**src/design/rdmc_pkg.sv**
```systemverilog
package rdmc_pkg;

   localparam int DEF_MAZE_SIDE = 16;

   localparam logic [1:0] CMD_START = 2'd0;
   localparam logic [1:0] CMD_STEP  = 2'd1;
   localparam logic [1:0] CMD_READ  = 2'd2;

   localparam logic [2:0] ACT_CARVED    = 3'd0;
   localparam logic [2:0] ACT_BACKTRACK = 3'd1;
   localparam logic [2:0] ACT_NOP       = 3'd2;
   localparam logic [2:0] ACT_STARTED   = 3'd3;
   localparam logic [2:0] ACT_READ      = 3'd4;

   localparam logic [1:0] DIR_N = 2'd0;
   localparam logic [1:0] DIR_E = 2'd1;
   localparam logic [1:0] DIR_S = 2'd2;
   localparam logic [1:0] DIR_W = 2'd3;

   localparam logic [4:0] OPEN_N     = 5'h01;
   localparam logic [4:0] OPEN_E     = 5'h02;
   localparam logic [4:0] OPEN_S     = 5'h04;
   localparam logic [4:0] OPEN_W     = 5'h08;
   localparam logic [4:0] VISIT_MARK = 5'h10;

   // floor(r/3) = (r * RECIP3) >> RECIP3_SHIFT for any 16-bit r
   localparam logic [15:0] RECIP3       = 16'd43691;
   localparam int          RECIP3_SHIFT = 17;

   localparam int UPC_W = 5;

   localparam logic [UPC_W-1:0] U_IDLE    = 5'd0;
   localparam logic [UPC_W-1:0] U_CLR     = 5'd1;
   localparam logic [UPC_W-1:0] U_CLR_END = 5'd2;
   localparam logic [UPC_W-1:0] U_START   = 5'd3;
   localparam logic [UPC_W-1:0] U_STEP    = 5'd4;
   localparam logic [UPC_W-1:0] U_RD_N    = 5'd5;
   localparam logic [UPC_W-1:0] U_RD_E    = 5'd6;
   localparam logic [UPC_W-1:0] U_RD_S    = 5'd7;
   localparam logic [UPC_W-1:0] U_RD_W    = 5'd8;
   localparam logic [UPC_W-1:0] U_CAP_W   = 5'd9;
   localparam logic [UPC_W-1:0] U_CHOOSE  = 5'd10;
   localparam logic [UPC_W-1:0] U_WR_NB   = 5'd11;
   localparam logic [UPC_W-1:0] U_WR_TOP  = 5'd12;
   localparam logic [UPC_W-1:0] U_POP     = 5'd13;
   localparam logic [UPC_W-1:0] U_POP_LD  = 5'd14;
   localparam logic [UPC_W-1:0] U_READ    = 5'd15;
   localparam logic [UPC_W-1:0] U_RD_ANS  = 5'd16;
   localparam logic [UPC_W-1:0] U_NOP     = 5'd17;

   localparam logic [1:0] CM_NONE  = 2'd0;
   localparam logic [1:0] CM_READ  = 2'd1;
   localparam logic [1:0] CM_WRITE = 2'd2;

   localparam logic [3:0] A_CLR   = 4'd0;
   localparam logic [3:0] A_START = 4'd1;
   localparam logic [3:0] A_TOP   = 4'd2;
   localparam logic [3:0] A_N     = 4'd3;
   localparam logic [3:0] A_E     = 4'd4;
   localparam logic [3:0] A_S     = 4'd5;
   localparam logic [3:0] A_W     = 4'd6;
   localparam logic [3:0] A_NB    = 4'd7;
   localparam logic [3:0] A_READ  = 4'd8;

   localparam logic [1:0] W_ZERO    = 2'd0;
   localparam logic [1:0] W_VISITED = 2'd1;
   localparam logic [1:0] W_NB      = 2'd2;
   localparam logic [1:0] W_TOP     = 2'd3;

   localparam logic [2:0] CAP_NONE = 3'd0;
   localparam logic [2:0] CAP_TOP  = 3'd1;
   localparam logic [2:0] CAP_N    = 3'd2;
   localparam logic [2:0] CAP_E    = 3'd3;
   localparam logic [2:0] CAP_S    = 3'd4;
   localparam logic [2:0] CAP_W    = 3'd5;

   localparam logic [2:0] OP_NONE    = 3'd0;
   localparam logic [2:0] OP_CLR_INC = 3'd1;
   localparam logic [2:0] OP_START   = 3'd2;
   localparam logic [2:0] OP_CHOOSE  = 3'd3;
   localparam logic [2:0] OP_PUSH    = 3'd4;
   localparam logic [2:0] OP_POP_RD  = 3'd5;
   localparam logic [2:0] OP_POP_LD  = 3'd6;
   localparam logic [2:0] OP_RD_ANS  = 3'd7;

   localparam logic [2:0] J_NEXT      = 3'd0;
   localparam logic [2:0] J_ALWAYS    = 3'd1;
   localparam logic [2:0] J_CLR_MORE  = 3'd2;
   localparam logic [2:0] J_BOOT      = 3'd3;
   localparam logic [2:0] J_SKIP      = 3'd4;
   localparam logic [2:0] J_MASK_ZERO = 3'd5;

   typedef struct packed {
      logic [1:0]       cm;
      logic [3:0]       asel;
      logic [1:0]       wsel;
      logic [2:0]       cap;
      logic [2:0]       op;
      logic             emit;
      logic [2:0]       act;
      logic [2:0]       jcond;
      logic [UPC_W-1:0] target;
   } uword_type;

   typedef struct packed {
      logic clr_more;
      logic skip;
      logic mask_zero;
   } ucond_type;

   // cell reads are registered, so each step captures the read of the previous step
   function automatic uword_type ucode(input logic [UPC_W-1:0] upc);
      uword_type w;
      w = '{cm: CM_NONE, asel: A_TOP, wsel: W_ZERO, cap: CAP_NONE, op: OP_NONE,
            emit: 1'b0, act: ACT_NOP, jcond: J_NEXT, target: U_IDLE};
      case (upc)
         U_CLR: begin
            w.cm = CM_WRITE; w.asel = A_CLR; w.wsel = W_ZERO; w.op = OP_CLR_INC;
            w.jcond = J_CLR_MORE; w.target = U_CLR;
         end
         U_CLR_END: begin
            w.jcond = J_BOOT; w.target = U_IDLE;
         end
         U_START: begin
            w.cm = CM_WRITE; w.asel = A_START; w.wsel = W_VISITED; w.op = OP_START;
            w.emit = 1'b1; w.act = ACT_STARTED; w.jcond = J_ALWAYS; w.target = U_IDLE;
         end
         U_STEP: begin
            w.cm = CM_READ; w.asel = A_TOP; w.jcond = J_SKIP; w.target = U_NOP;
         end
         U_RD_N: begin
            w.cm = CM_READ; w.asel = A_N; w.cap = CAP_TOP;
         end
         U_RD_E: begin
            w.cm = CM_READ; w.asel = A_E; w.cap = CAP_N;
         end
         U_RD_S: begin
            w.cm = CM_READ; w.asel = A_S; w.cap = CAP_E;
         end
         U_RD_W: begin
            w.cm = CM_READ; w.asel = A_W; w.cap = CAP_S;
         end
         U_CAP_W: begin
            w.cap = CAP_W;
         end
         U_CHOOSE: begin
            w.op = OP_CHOOSE; w.jcond = J_MASK_ZERO; w.target = U_POP;
         end
         U_WR_NB: begin
            w.cm = CM_WRITE; w.asel = A_NB; w.wsel = W_NB;
         end
         U_WR_TOP: begin
            w.cm = CM_WRITE; w.asel = A_TOP; w.wsel = W_TOP; w.op = OP_PUSH;
            w.emit = 1'b1; w.act = ACT_CARVED; w.jcond = J_ALWAYS; w.target = U_IDLE;
         end
         U_POP: begin
            w.op = OP_POP_RD;
         end
         U_POP_LD: begin
            w.op = OP_POP_LD; w.emit = 1'b1; w.act = ACT_BACKTRACK;
            w.jcond = J_ALWAYS; w.target = U_IDLE;
         end
         U_READ: begin
            w.cm = CM_READ; w.asel = A_READ;
         end
         U_RD_ANS: begin
            w.op = OP_RD_ANS; w.emit = 1'b1; w.act = ACT_READ;
            w.jcond = J_ALWAYS; w.target = U_IDLE;
         end
         U_NOP: begin
            w.emit = 1'b1; w.act = ACT_NOP; w.jcond = J_ALWAYS; w.target = U_IDLE;
         end
         default: ;
      endcase
      return w;
   endfunction

   // avail bit order N, E, S, W; r is the low two bits of the random word, m3 the word's value mod 3
   function automatic logic [1:0] pick_dir(input logic [3:0] avail,
                                           input logic [1:0] r,
                                           input logic [1:0] m3);
      logic [2:0] n;
      logic [1:0] k;
      logic [2:0] seen;
      logic [1:0] d;
      n = 3'(avail[0]) + 3'(avail[1]) + 3'(avail[2]) + 3'(avail[3]);
      case (n)
         3'd1:    k = 2'd0;
         3'd2:    k = {1'b0, r[0]};
         3'd3:    k = m3;
         default: k = r;
      endcase
      d    = DIR_N;
      seen = 3'd0;
      for (int i = 0; i < 4; i++) begin
         if (avail[i] && seen == {1'b0, k}) d = 2'(i);
         if (avail[i]) seen = seen + 3'd1;
      end
      return d;
   endfunction

   function automatic logic [4:0] dir_bits(input logic [1:0] dir);
      logic [4:0] b;
      case (dir)
         DIR_N:   b = OPEN_N;
         DIR_E:   b = OPEN_E;
         DIR_S:   b = OPEN_S;
         default: b = OPEN_W;
      endcase
      return b;
   endfunction

   function automatic logic [4:0] opp_bits(input logic [1:0] dir);
      logic [4:0] b;
      case (dir)
         DIR_N:   b = OPEN_S;
         DIR_E:   b = OPEN_W;
         DIR_S:   b = OPEN_N;
         default: b = OPEN_E;
      endcase
      return b;
   endfunction

endpackage

```
**src/design/rdmc_useq.sv**
```systemverilog
module rdmc_useq (
   input  logic                  clock,
   input  logic                  reset,
   input  logic                  start,
   input  logic [1:0]            req_command,
   input  rdmc_pkg::ucond_type   cond,
   output logic                  busy,
   output rdmc_pkg::uword_type   uw
);
   import rdmc_pkg::*;

   logic [UPC_W-1:0] upc_ff, upc_in;
   logic             boot_ff, boot_in;

   assign uw   = ucode(upc_ff);
   assign busy = (upc_ff != U_IDLE);

   always_comb begin
      upc_in  = upc_ff + UPC_W'(1);
      boot_in = boot_ff;
      case (uw.jcond)
         J_NEXT: ;
         J_ALWAYS: upc_in = uw.target;
         J_CLR_MORE: begin
            if (cond.clr_more) upc_in = uw.target;
         end
         J_BOOT: begin
            boot_in = 1'b0;
            if (boot_ff) upc_in = uw.target;
         end
         J_SKIP: begin
            if (cond.skip) upc_in = uw.target;
         end
         J_MASK_ZERO: begin
            if (cond.mask_zero) upc_in = uw.target;
         end
         default: ;
      endcase
      if (upc_ff == U_IDLE) begin
         upc_in = U_IDLE;
         if (start) begin
            case (req_command)
               CMD_START: upc_in = U_CLR;
               CMD_STEP:  upc_in = U_STEP;
               CMD_READ:  upc_in = U_READ;
               default:   upc_in = U_NOP;
            endcase
         end
      end
   end

   always_ff @(posedge clock) begin
      if (reset) begin
         upc_ff  <= U_CLR;
         boot_ff <= 1'b1;
      end else begin
         upc_ff  <= upc_in;
         boot_ff <= boot_in;
      end
   end

endmodule

```
**src/design/random_dfs_maze_carver.sv**
```systemverilog
// Maze carver by randomized depth-first search over a MAZE_SIDE x MAZE_SIDE grid. A command
// is taken when start is high and busy is low; its single result beat appears on the rsp_
// ports, marked by rsp_valid for one cycle, and cannot be stalled. Every cell access goes
// through one single-port cell store, sequenced by a microcode table, so command latency is
// set by that port. A step returns a carve or a backtrack, a step after completion or
// before any start returns a no-op, as does an unused command, a read returns the cell
// answer, and a start sweeps the store to zero one cell per cycle. After reset the same
// sweep runs with busy high. Busy stays high while a command runs, so no new command is
// taken before the result beat of the one in progress.
module random_dfs_maze_carver #(
   parameter int MAZE_SIDE = rdmc_pkg::DEF_MAZE_SIDE
) (
   input  logic              clock,
   input  logic              reset,
   input  logic              start,
   output logic              busy,
   input  logic [1:0]        req_command,
   input  logic [3:0]        req_start_x,
   input  logic [3:0]        req_start_y,
   input  logic [15:0]       req_random_word,
   input  logic [3:0]        req_cell_x,
   input  logic [3:0]        req_cell_y,
   output logic              rsp_valid,
   output logic [2:0]        rsp_action,
   output logic [3:0]        rsp_cur_x,
   output logic [3:0]        rsp_cur_y,
   output logic              rsp_maze_done,
   output logic signed [4:0] rsp_cell_code,
   output logic              rsp_cell_seen
);
   import rdmc_pkg::*;

   localparam int CELLS = MAZE_SIDE * MAZE_SIDE;
   localparam int CW    = $clog2(MAZE_SIDE);
   localparam int IDX_W = $clog2(CELLS);
   localparam int CNT_W = $clog2(CELLS + 1);
   localparam logic [CW-1:0] SIDE_MAX = CW'(MAZE_SIDE - 1);

   typedef logic [CW-1:0]    coord_type;
   typedef logic [IDX_W-1:0] addr_type;

   function automatic coord_type clamp_c(input logic [3:0] v);
      if (int'(v) >= MAZE_SIDE) return SIDE_MAX;
      return CW'(v);
   endfunction

   function automatic addr_type caddr(input coord_type y, input coord_type x);
      return IDX_W'(int'(y) * MAZE_SIDE + int'(x));
   endfunction

   uword_type uw;
   ucond_type cond;
   logic      accept;

   // request latch
   coord_type   sx_ff, sy_ff, rx_ff, ry_ff;
   logic        rin_ff;
   logic [15:0] rand_ff;
   logic [31:0] prod_ff;
   logic [1:0]  mod3_ff;
   logic [15:0] q3;

   // datapath
   logic [IDX_W-1:0] clr_ff, clr_in;
   logic [CNT_W-1:0] depth_ff, depth_in, visited_ff, visited_in, dm2;
   coord_type        tx_ff, tx_in, ty_ff, ty_in, nbx_ff, nbx_in, nby_ff, nby_in;
   logic [3:0]       topcell_ff, topcell_in, avail_ff, avail_in;
   logic [1:0]       dir_ff, dir_in;
   logic             has_n, has_e, has_s, has_w, done;
   addr_type         addr_top, ma;
   logic [4:0]       wd;

   // result
   logic              rsp_valid_ff, rsp_valid_in;
   logic [2:0]        act_ff, act_in;
   logic signed [4:0] code_ff, code_in;
   logic              vis_ff, vis_in;

   // stores
   logic [4:0]      cell_mem [CELLS];
   logic [4:0]      crd_ff;
   logic [2*CW-1:0] stk_mem [CELLS];
   logic [2*CW-1:0] srd_ff, stk_wd;
   addr_type        stk_wa;
   logic            stk_we;

   assign accept = start & ~busy;

   rdmc_useq u_seq (
      .clock       (clock),
      .reset       (reset),
      .start       (start),
      .req_command (req_command),
      .cond        (cond),
      .busy        (busy),
      .uw          (uw)
   );

   assign done   = (visited_ff >= CNT_W'(CELLS));
   assign has_n  = (ty_ff != '0);
   assign has_e  = (tx_ff != SIDE_MAX);
   assign has_s  = (ty_ff != SIDE_MAX);
   assign has_w  = (tx_ff != '0);
   assign dm2    = depth_ff - CNT_W'(2);
   assign q3     = 16'(prod_ff[31:RECIP3_SHIFT]) * 16'd3;

   assign cond.clr_more  = (clr_ff != IDX_W'(CELLS - 1));
   assign cond.skip      = done || (depth_ff == '0);
   assign cond.mask_zero = (avail_ff == 4'd0);

   assign addr_top = caddr(ty_ff, tx_ff);

   always_comb begin
      case (uw.asel)
         A_CLR:   ma = clr_ff;
         A_START: ma = caddr(sy_ff, sx_ff);
         A_N:     ma = has_n ? caddr(ty_ff - CW'(1), tx_ff) : addr_top;
         A_E:     ma = has_e ? caddr(ty_ff, tx_ff + CW'(1)) : addr_top;
         A_S:     ma = has_s ? caddr(ty_ff + CW'(1), tx_ff) : addr_top;
         A_W:     ma = has_w ? caddr(ty_ff, tx_ff - CW'(1)) : addr_top;
         A_NB:    ma = caddr(nby_ff, nbx_ff);
         A_READ:  ma = caddr(ry_ff, rx_ff);
         default: ma = addr_top;
      endcase
      case (uw.wsel)
         W_ZERO:    wd = 5'd0;
         W_VISITED: wd = VISIT_MARK;
         W_NB:      wd = VISIT_MARK | opp_bits(dir_ff);
         default:   wd = VISIT_MARK | {1'b0, topcell_ff} | dir_bits(dir_ff);
      endcase
   end

   always_comb begin
      stk_we = 1'b0;
      stk_wa = '0;
      stk_wd = {sy_ff, sx_ff};
      if (uw.op == OP_START) begin
         stk_we = 1'b1;
      end else if (uw.op == OP_PUSH) begin
         stk_we = 1'b1;
         stk_wa = depth_ff[IDX_W-1:0];
         stk_wd = {nby_ff, nbx_ff};
      end
   end

   always_comb begin
      clr_in       = clr_ff;
      depth_in     = depth_ff;
      visited_in   = visited_ff;
      tx_in        = tx_ff;
      ty_in        = ty_ff;
      topcell_in   = topcell_ff;
      avail_in     = avail_ff;
      dir_in       = dir_ff;
      nbx_in       = nbx_ff;
      nby_in       = nby_ff;
      rsp_valid_in = uw.emit;
      act_in       = act_ff;
      code_in      = code_ff;
      vis_in       = vis_ff;
      if (uw.emit) begin
         act_in  = uw.act;
         code_in = '0;
         vis_in  = 1'b0;
      end
      case (uw.cap)
         CAP_TOP: topcell_in      = crd_ff[3:0];
         CAP_N:   avail_in[DIR_N] = has_n & ~crd_ff[4];
         CAP_E:   avail_in[DIR_E] = has_e & ~crd_ff[4];
         CAP_S:   avail_in[DIR_S] = has_s & ~crd_ff[4];
         CAP_W:   avail_in[DIR_W] = has_w & ~crd_ff[4];
         default: ;
      endcase
      case (uw.op)
         OP_CLR_INC: clr_in = cond.clr_more ? clr_ff + IDX_W'(1) : '0;
         OP_START: begin
            tx_in      = sx_ff;
            ty_in      = sy_ff;
            depth_in   = CNT_W'(1);
            visited_in = CNT_W'(1);
         end
         OP_CHOOSE: begin
            dir_in = pick_dir(avail_ff, rand_ff[1:0], mod3_ff);
            nbx_in = tx_ff;
            nby_in = ty_ff;
            case (dir_in)
               DIR_N:   nby_in = ty_ff - CW'(1);
               DIR_E:   nbx_in = tx_ff + CW'(1);
               DIR_S:   nby_in = ty_ff + CW'(1);
               default: nbx_in = tx_ff - CW'(1);
            endcase
         end
         OP_PUSH: begin
            depth_in   = depth_ff + CNT_W'(1);
            visited_in = visited_ff + CNT_W'(1);
            tx_in      = nbx_ff;
            ty_in      = nby_ff;
         end
         OP_POP_RD: depth_in = depth_ff - CNT_W'(1);
         OP_POP_LD: {ty_in, tx_in} = srd_ff;
         OP_RD_ANS: begin
            code_in = rin_ff ? ({1'b0, crd_ff[3:0]} - 5'd1) : 5'h1F;
            vis_in  = rin_ff & crd_ff[4];
         end
         default: ;
      endcase
   end

   always_ff @(posedge clock) begin
      if (reset) begin
         clr_ff       <= '0;
         depth_ff     <= '0;
         visited_ff   <= '0;
         rsp_valid_ff <= 1'b0;
      end else begin
         clr_ff       <= clr_in;
         depth_ff     <= depth_in;
         visited_ff   <= visited_in;
         rsp_valid_ff <= rsp_valid_in;
      end
   end

   always_ff @(posedge clock) begin
      tx_ff      <= tx_in;
      ty_ff      <= ty_in;
      topcell_ff <= topcell_in;
      avail_ff   <= avail_in;
      dir_ff     <= dir_in;
      nbx_ff     <= nbx_in;
      nby_ff     <= nby_in;
      act_ff     <= act_in;
      code_ff    <= code_in;
      vis_ff     <= vis_in;
      prod_ff    <= 32'(rand_ff) * 32'(RECIP3);
      mod3_ff    <= 2'(rand_ff - q3);
      if (accept) begin
         sx_ff   <= clamp_c(req_start_x);
         sy_ff   <= clamp_c(req_start_y);
         rx_ff   <= clamp_c(req_cell_x);
         ry_ff   <= clamp_c(req_cell_y);
         rin_ff  <= (int'(req_cell_x) < MAZE_SIDE) && (int'(req_cell_y) < MAZE_SIDE);
         rand_ff <= req_random_word;
      end
   end

   always_ff @(posedge clock) begin
      if (uw.cm == CM_WRITE) cell_mem[ma] <= wd;
      if (uw.cm == CM_READ) crd_ff <= cell_mem[ma];
   end

   always_ff @(posedge clock) begin
      if (stk_we) stk_mem[stk_wa] <= stk_wd;
      if (uw.op == OP_POP_RD && depth_ff > CNT_W'(1)) srd_ff <= stk_mem[dm2[IDX_W-1:0]];
   end

   assign rsp_valid     = rsp_valid_ff;
   assign rsp_action    = act_ff;
   assign rsp_cur_x     = (depth_ff == '0) ? 4'd0 : 4'(tx_ff);
   assign rsp_cur_y     = (depth_ff == '0) ? 4'd0 : 4'(ty_ff);
   assign rsp_maze_done = done;
   assign rsp_cell_code = code_ff;
   assign rsp_cell_seen = vis_ff;

endmodule

```
**config.mk**
```make
export PLATFORM = sky130hd
export DESIGN_NAME = random_dfs_maze_carver
export DESIGN_NICKNAME = d
export VERILOG_FILES = /design/src/design/rdmc_pkg.sv /design/src/design/rdmc_useq.sv /design/src/design/random_dfs_maze_carver.sv
export SDC_FILE = /design/constraint.sdc
export NUM_CORES = 2
export LEC_CHECK = 0
export BUFFER_PORTS_ARGS = -buffer_cell sky130_fd_sc_hd__buf_4
export CAP_MARGIN = 20
export CORE_ASPECT_RATIO = 1.25
export CORE_MARGIN = 3
export CORE_UTILIZATION = 50
export CTS_BUF_LIST = sky130_fd_sc_hd__clkbuf_2
export DETAILED_ROUTE_END_ITERATION = 16
export HOLD_SLACK_MARGIN = 0.1
export PLACE_DENSITY = 0.64
export SLEW_MARGIN = 20
export SYNTH_ARGS = -nofsm -noshare
export SYNTH_HDL_FRONTEND = slang
export SYNTH_SLANG_ARGS = --single-unit
```
**constraint.sdc**
```tcl
create_clock -name clock -period 17.8 [get_ports clock]
set_input_delay 4.45 -clock clock [delete_from_list [all_inputs] [get_ports clock]]
set_output_delay 4.45 -clock clock [all_outputs]
set_load 0.05 [all_outputs]
```
==> key figures <==
Placement
  • DP HPWL: 213 mm
  • Global placement routability congestion: 0.894
  • IO Port Bufs: 56
  • Post-Place Worst Slack: 9.07 ns

STA
  • Slew Viols, Final: 0
  • Final worst-path cycle share: 0.506
  • Clk_skew: 0.155 ns
  • RSZ-0062 raised after global routing: no
  • Final Critical Period: 9.00 ns
  • Slew headroom: 0.212
  • Peak Freq: 111 MHz
  • Worst Max-Slew Pin Slew: 1.18 ns
  • Final Hold Vio Count: 0
  • Final setup fails: 0
  • Final WS setup: slightly below 9 ns
  • Setup TNS: 0 ns

Flow run
  • # Max-Cap Violations: 0

Setup path
  • Worst path required time: roughly 13 ns
  • WP data arrival: around 4.6 ns
  • Worst Setup End Kind: primary output
  • Startpoint Class: register
  • Crit-path max FO: 30
  • Setup CP Type: reg2out

Cells and area
  • Footprint of the multi-input gates: 34400 sq um
  • Share of layout cells above drive strength 1: 0.241
  • Fin nets: 8569
  • Reg area: 103000 sq um
  • Synthesis-to-finish area growth: 8.13%
  • FILL cells: 22266

Detailed routing
  • ANT nets after route: 0
  • DRT Pass-1 Iters: 8
  • First DRT Iteration DRCs: 7658
  • Drt total wl: 355 mm
  • DR vias/cell: 5.99
  • WL per Instance: 28.0 microns
  • Drt drc: 0
  • Via count: 76079

Global routing
  • Largest net degree at the start of global routing: slightly below 200
  • Vias in the first global route: 78240
  • Initial antenna violation count: 14
  • Global-route wire length before repair: 523 mm
  • Tot GR Track Use: 0.248
  • Total grt overflow: 0

CTS
  • Clock buffer count from CTS: around 800
  • CTS Root Cell: clkbuf_2
  • H-tree levels: 6
  • Post_cts resized: 0
  • Clock Path Buffers: 4
  • Clock Latency Late Sink: around 1.9 ns
  • Cts hold-fix bufs: 0
  • TritonCTS clock tree: built
  • Post-CTS setup buffer count: 0
  • Clk sink count: 3445
  • Worst-path clk slew: 0.10 ns

Floorplanning
  • Area of the die: 286000 sq um
  • Initial Util: 0.504
  • Core Region: between 200000 and 300000 sq um
  • Die X: 479 microns
  • Row Count: 216
  • Die height: 597 microns
  • Io pins: 57

Synthesis
  • Post-synth cell types: 92
  • Syn avg cell area: between 15 and 20 sq um
  • Synthesized flop and latch total: roughly 3400
  • Post-synthesis net count: 8059
  • Largest family of logic cells by synthesized area: multiplexers
  • Mux contribution to synthesized area: 0.125
  • Simple-gate share of the synthesized area: 0.0611
  • FFs w/ async S/R, synth: 0
  • Post-Synthesis Cells: 7865
  • Ys flop type: edfxtp_1
  • Post-synthesis compound-gate area fraction: 0.0373
  • Yosys warning total: 0
  • EDFF count, synth: 3408
  • Adder-cell area share of the yosys netlist: 0.0168
  • Sequential share of the synthesized area: 0.737
  • Synth Cell Area: 140000 sq um
  • Post-synthesis xor/xnor area fraction: 0.00300

Worst hold path
  • Hold Crit Class: reg2reg

Pwr
  • Worst VDD drop: 0.253 mV
  • P_leak: just under 50 nW
  • Pwr per Cell Area: 147 nW/um^2

Run status
  • Status: finished, final reports clean
## power by group
group | switching [mW] | internal, mW | leakage [nW] | total [mW]
clock network | 3.07 | 1.90 | 5.39 | 4.98
logic | 5.34 | 2.57 | 13.1 | 7.91
registers | 0.0857 | 9.24 | 29.5 | 9.33
total | 8.50 | 13.7 | 48.0 | 22.2
## worst paths after layout
kind | from | to | slack, ns | cells past startpoint
hold reg to reg | prod_ff[18] | mod3_ff[1] | 0.45 | 1
hold / removal | prod_ff[18] | mod3_ff[1] | 0.45 | 1
setup / recovery | depth_ff[0] | rsp_cur_x[3] | 8.80 | 7
setup reg to reg | u_seq.upc_ff[4] | cell_mem[235][4] | 8.84 | 16
## sequential cells by signal (all words and copies together) (netlist names), 5 cells and up
register	flops
clr_ff	8
u_seq.upc_ff	5
srd_ff	8
visited_ff	9
cell_mem	1280
stk_mem	2048
depth_ff	9
rand_ff	16
crd_ff	5
rsp_cell_code	5
## synthesized netlist by cell type, types with 20 or more instances
library cell  count  share of area
nor2_1          627          0.017
nand4_1          51         0.0023
nor3_1           39         0.0014
a211oi_1        147         0.0079
buf_6            26         0.0021
mux2i_1         218          0.016
buf_4            31         0.0017
buf_2            84         0.0030
and3_1          145         0.0065
mux4_2          680           0.11
ha_1            105         0.0094
dfxtp_1          37         0.0053
clkbuf_1        280         0.0075
xnor2_1          35         0.0022
nand2_1         765          0.021
fa_1             52         0.0074
nand3_1         216         0.0077
a2111oi_0        27         0.0017
a32oi_1          20         0.0013
a21oi_1         115         0.0041
a31oi_1          87         0.0039
buf_1            56         0.0015
edfxtp_1       3408           0.73
o21ai_0          90         0.0032
a311oi_1         52         0.0033
inv_1           123         0.0033
o22ai_1          87         0.0039
## cell type report
type,instances,share of cell area
Multi-Input combinational cell,3810,0.227
Antenna cell,10,0.000165
Clock buffer,1131,0.0374
Tap cell,3706,0.0306
Inverter,126,0.00313
Clock inverter,274,0.00984
Timing Repair Buffer,189,0.0101
Sequential cell,3445,0.681
## per-stage QoR
| step | util | cell area (sq um) | power, mW | instances | hold WS [ns] |
|---|---|---|---|---|---|
| final | 0.545 | 151000 | 22.2 | 12691 | 0.447 |
| after global routing | 0.545 | 151000 | 23.4 | 12682 | 0.462 |
| after detailed placement | 0.519 | 144000 | 17.4 | 11275 | 0.431 |
| after CTS | 0.544 | 151000 | 22.3 | 12680 | 0.456 |
| after global placement | 0.519 | 144000 | 17.3 | 11275 | 0.433 |
| after floorplan | - | 140000 | 15.0 | 7865 | 0.413 |
## routing by layer
layer,GRT usage,part of all wire,vias to the layer above,wire [microns]
li1,-,-,32839,-
met5,0,0.00012,-,44
met4,0.114,0.045,6,15900
met2,0.414,0.51,3470,180000
met3,0.0464,0.073,751,26000
met1,0.316,0.38,39013,133000
## cell usage in the layout (no fill, tap or decap), types with 18 or more instances in the layout
master	instances
edfxtp_1	3408
clkbuf_2	1131
nand2_1	750
mux4_2	680
nor2_1	621
mux2i_1	218
nand3_1	214
clkinv_1	205
buf_4	180
a211oi_1	146
and3_1	144
inv_1	123
a21oi_1	114
ha_1	104
o21ai_0	88
o22ai_1	87
a31oi_1	85
a311oi_1	52
fa_1	52
nand4_1	51
nor3_1	36
dfxtp_1	35
xnor2_1	34
a2111oi_0	26
clkinv_2	22
a32oi_1	20
o211ai_1	18
a22oi_1	18
## cells by family after synthesis
| kind of cell | after synthesis |
|---|---|
| and+or+nand+nor | 1950 |
| AOI/OAI and AO/OA | 754 |
| xor gates and xnor gates | 48 |
| muxes | 901 |
| DFF | 3445 |
| adders and majority gates | 157 |
| buffers and inverters | 610 |
## critical path, cell delays in order, from the launching register on
cell	delay [ns]
dfxtp_4	0.75
inv_1	0.33
ha_1	0.28
nand2_1	0.08
nor3_2	0.04
buf_4	0.21
nor2_1	0.65
buf_4	0.33
No activity file was read; power rests on OpenSTA's default activity.
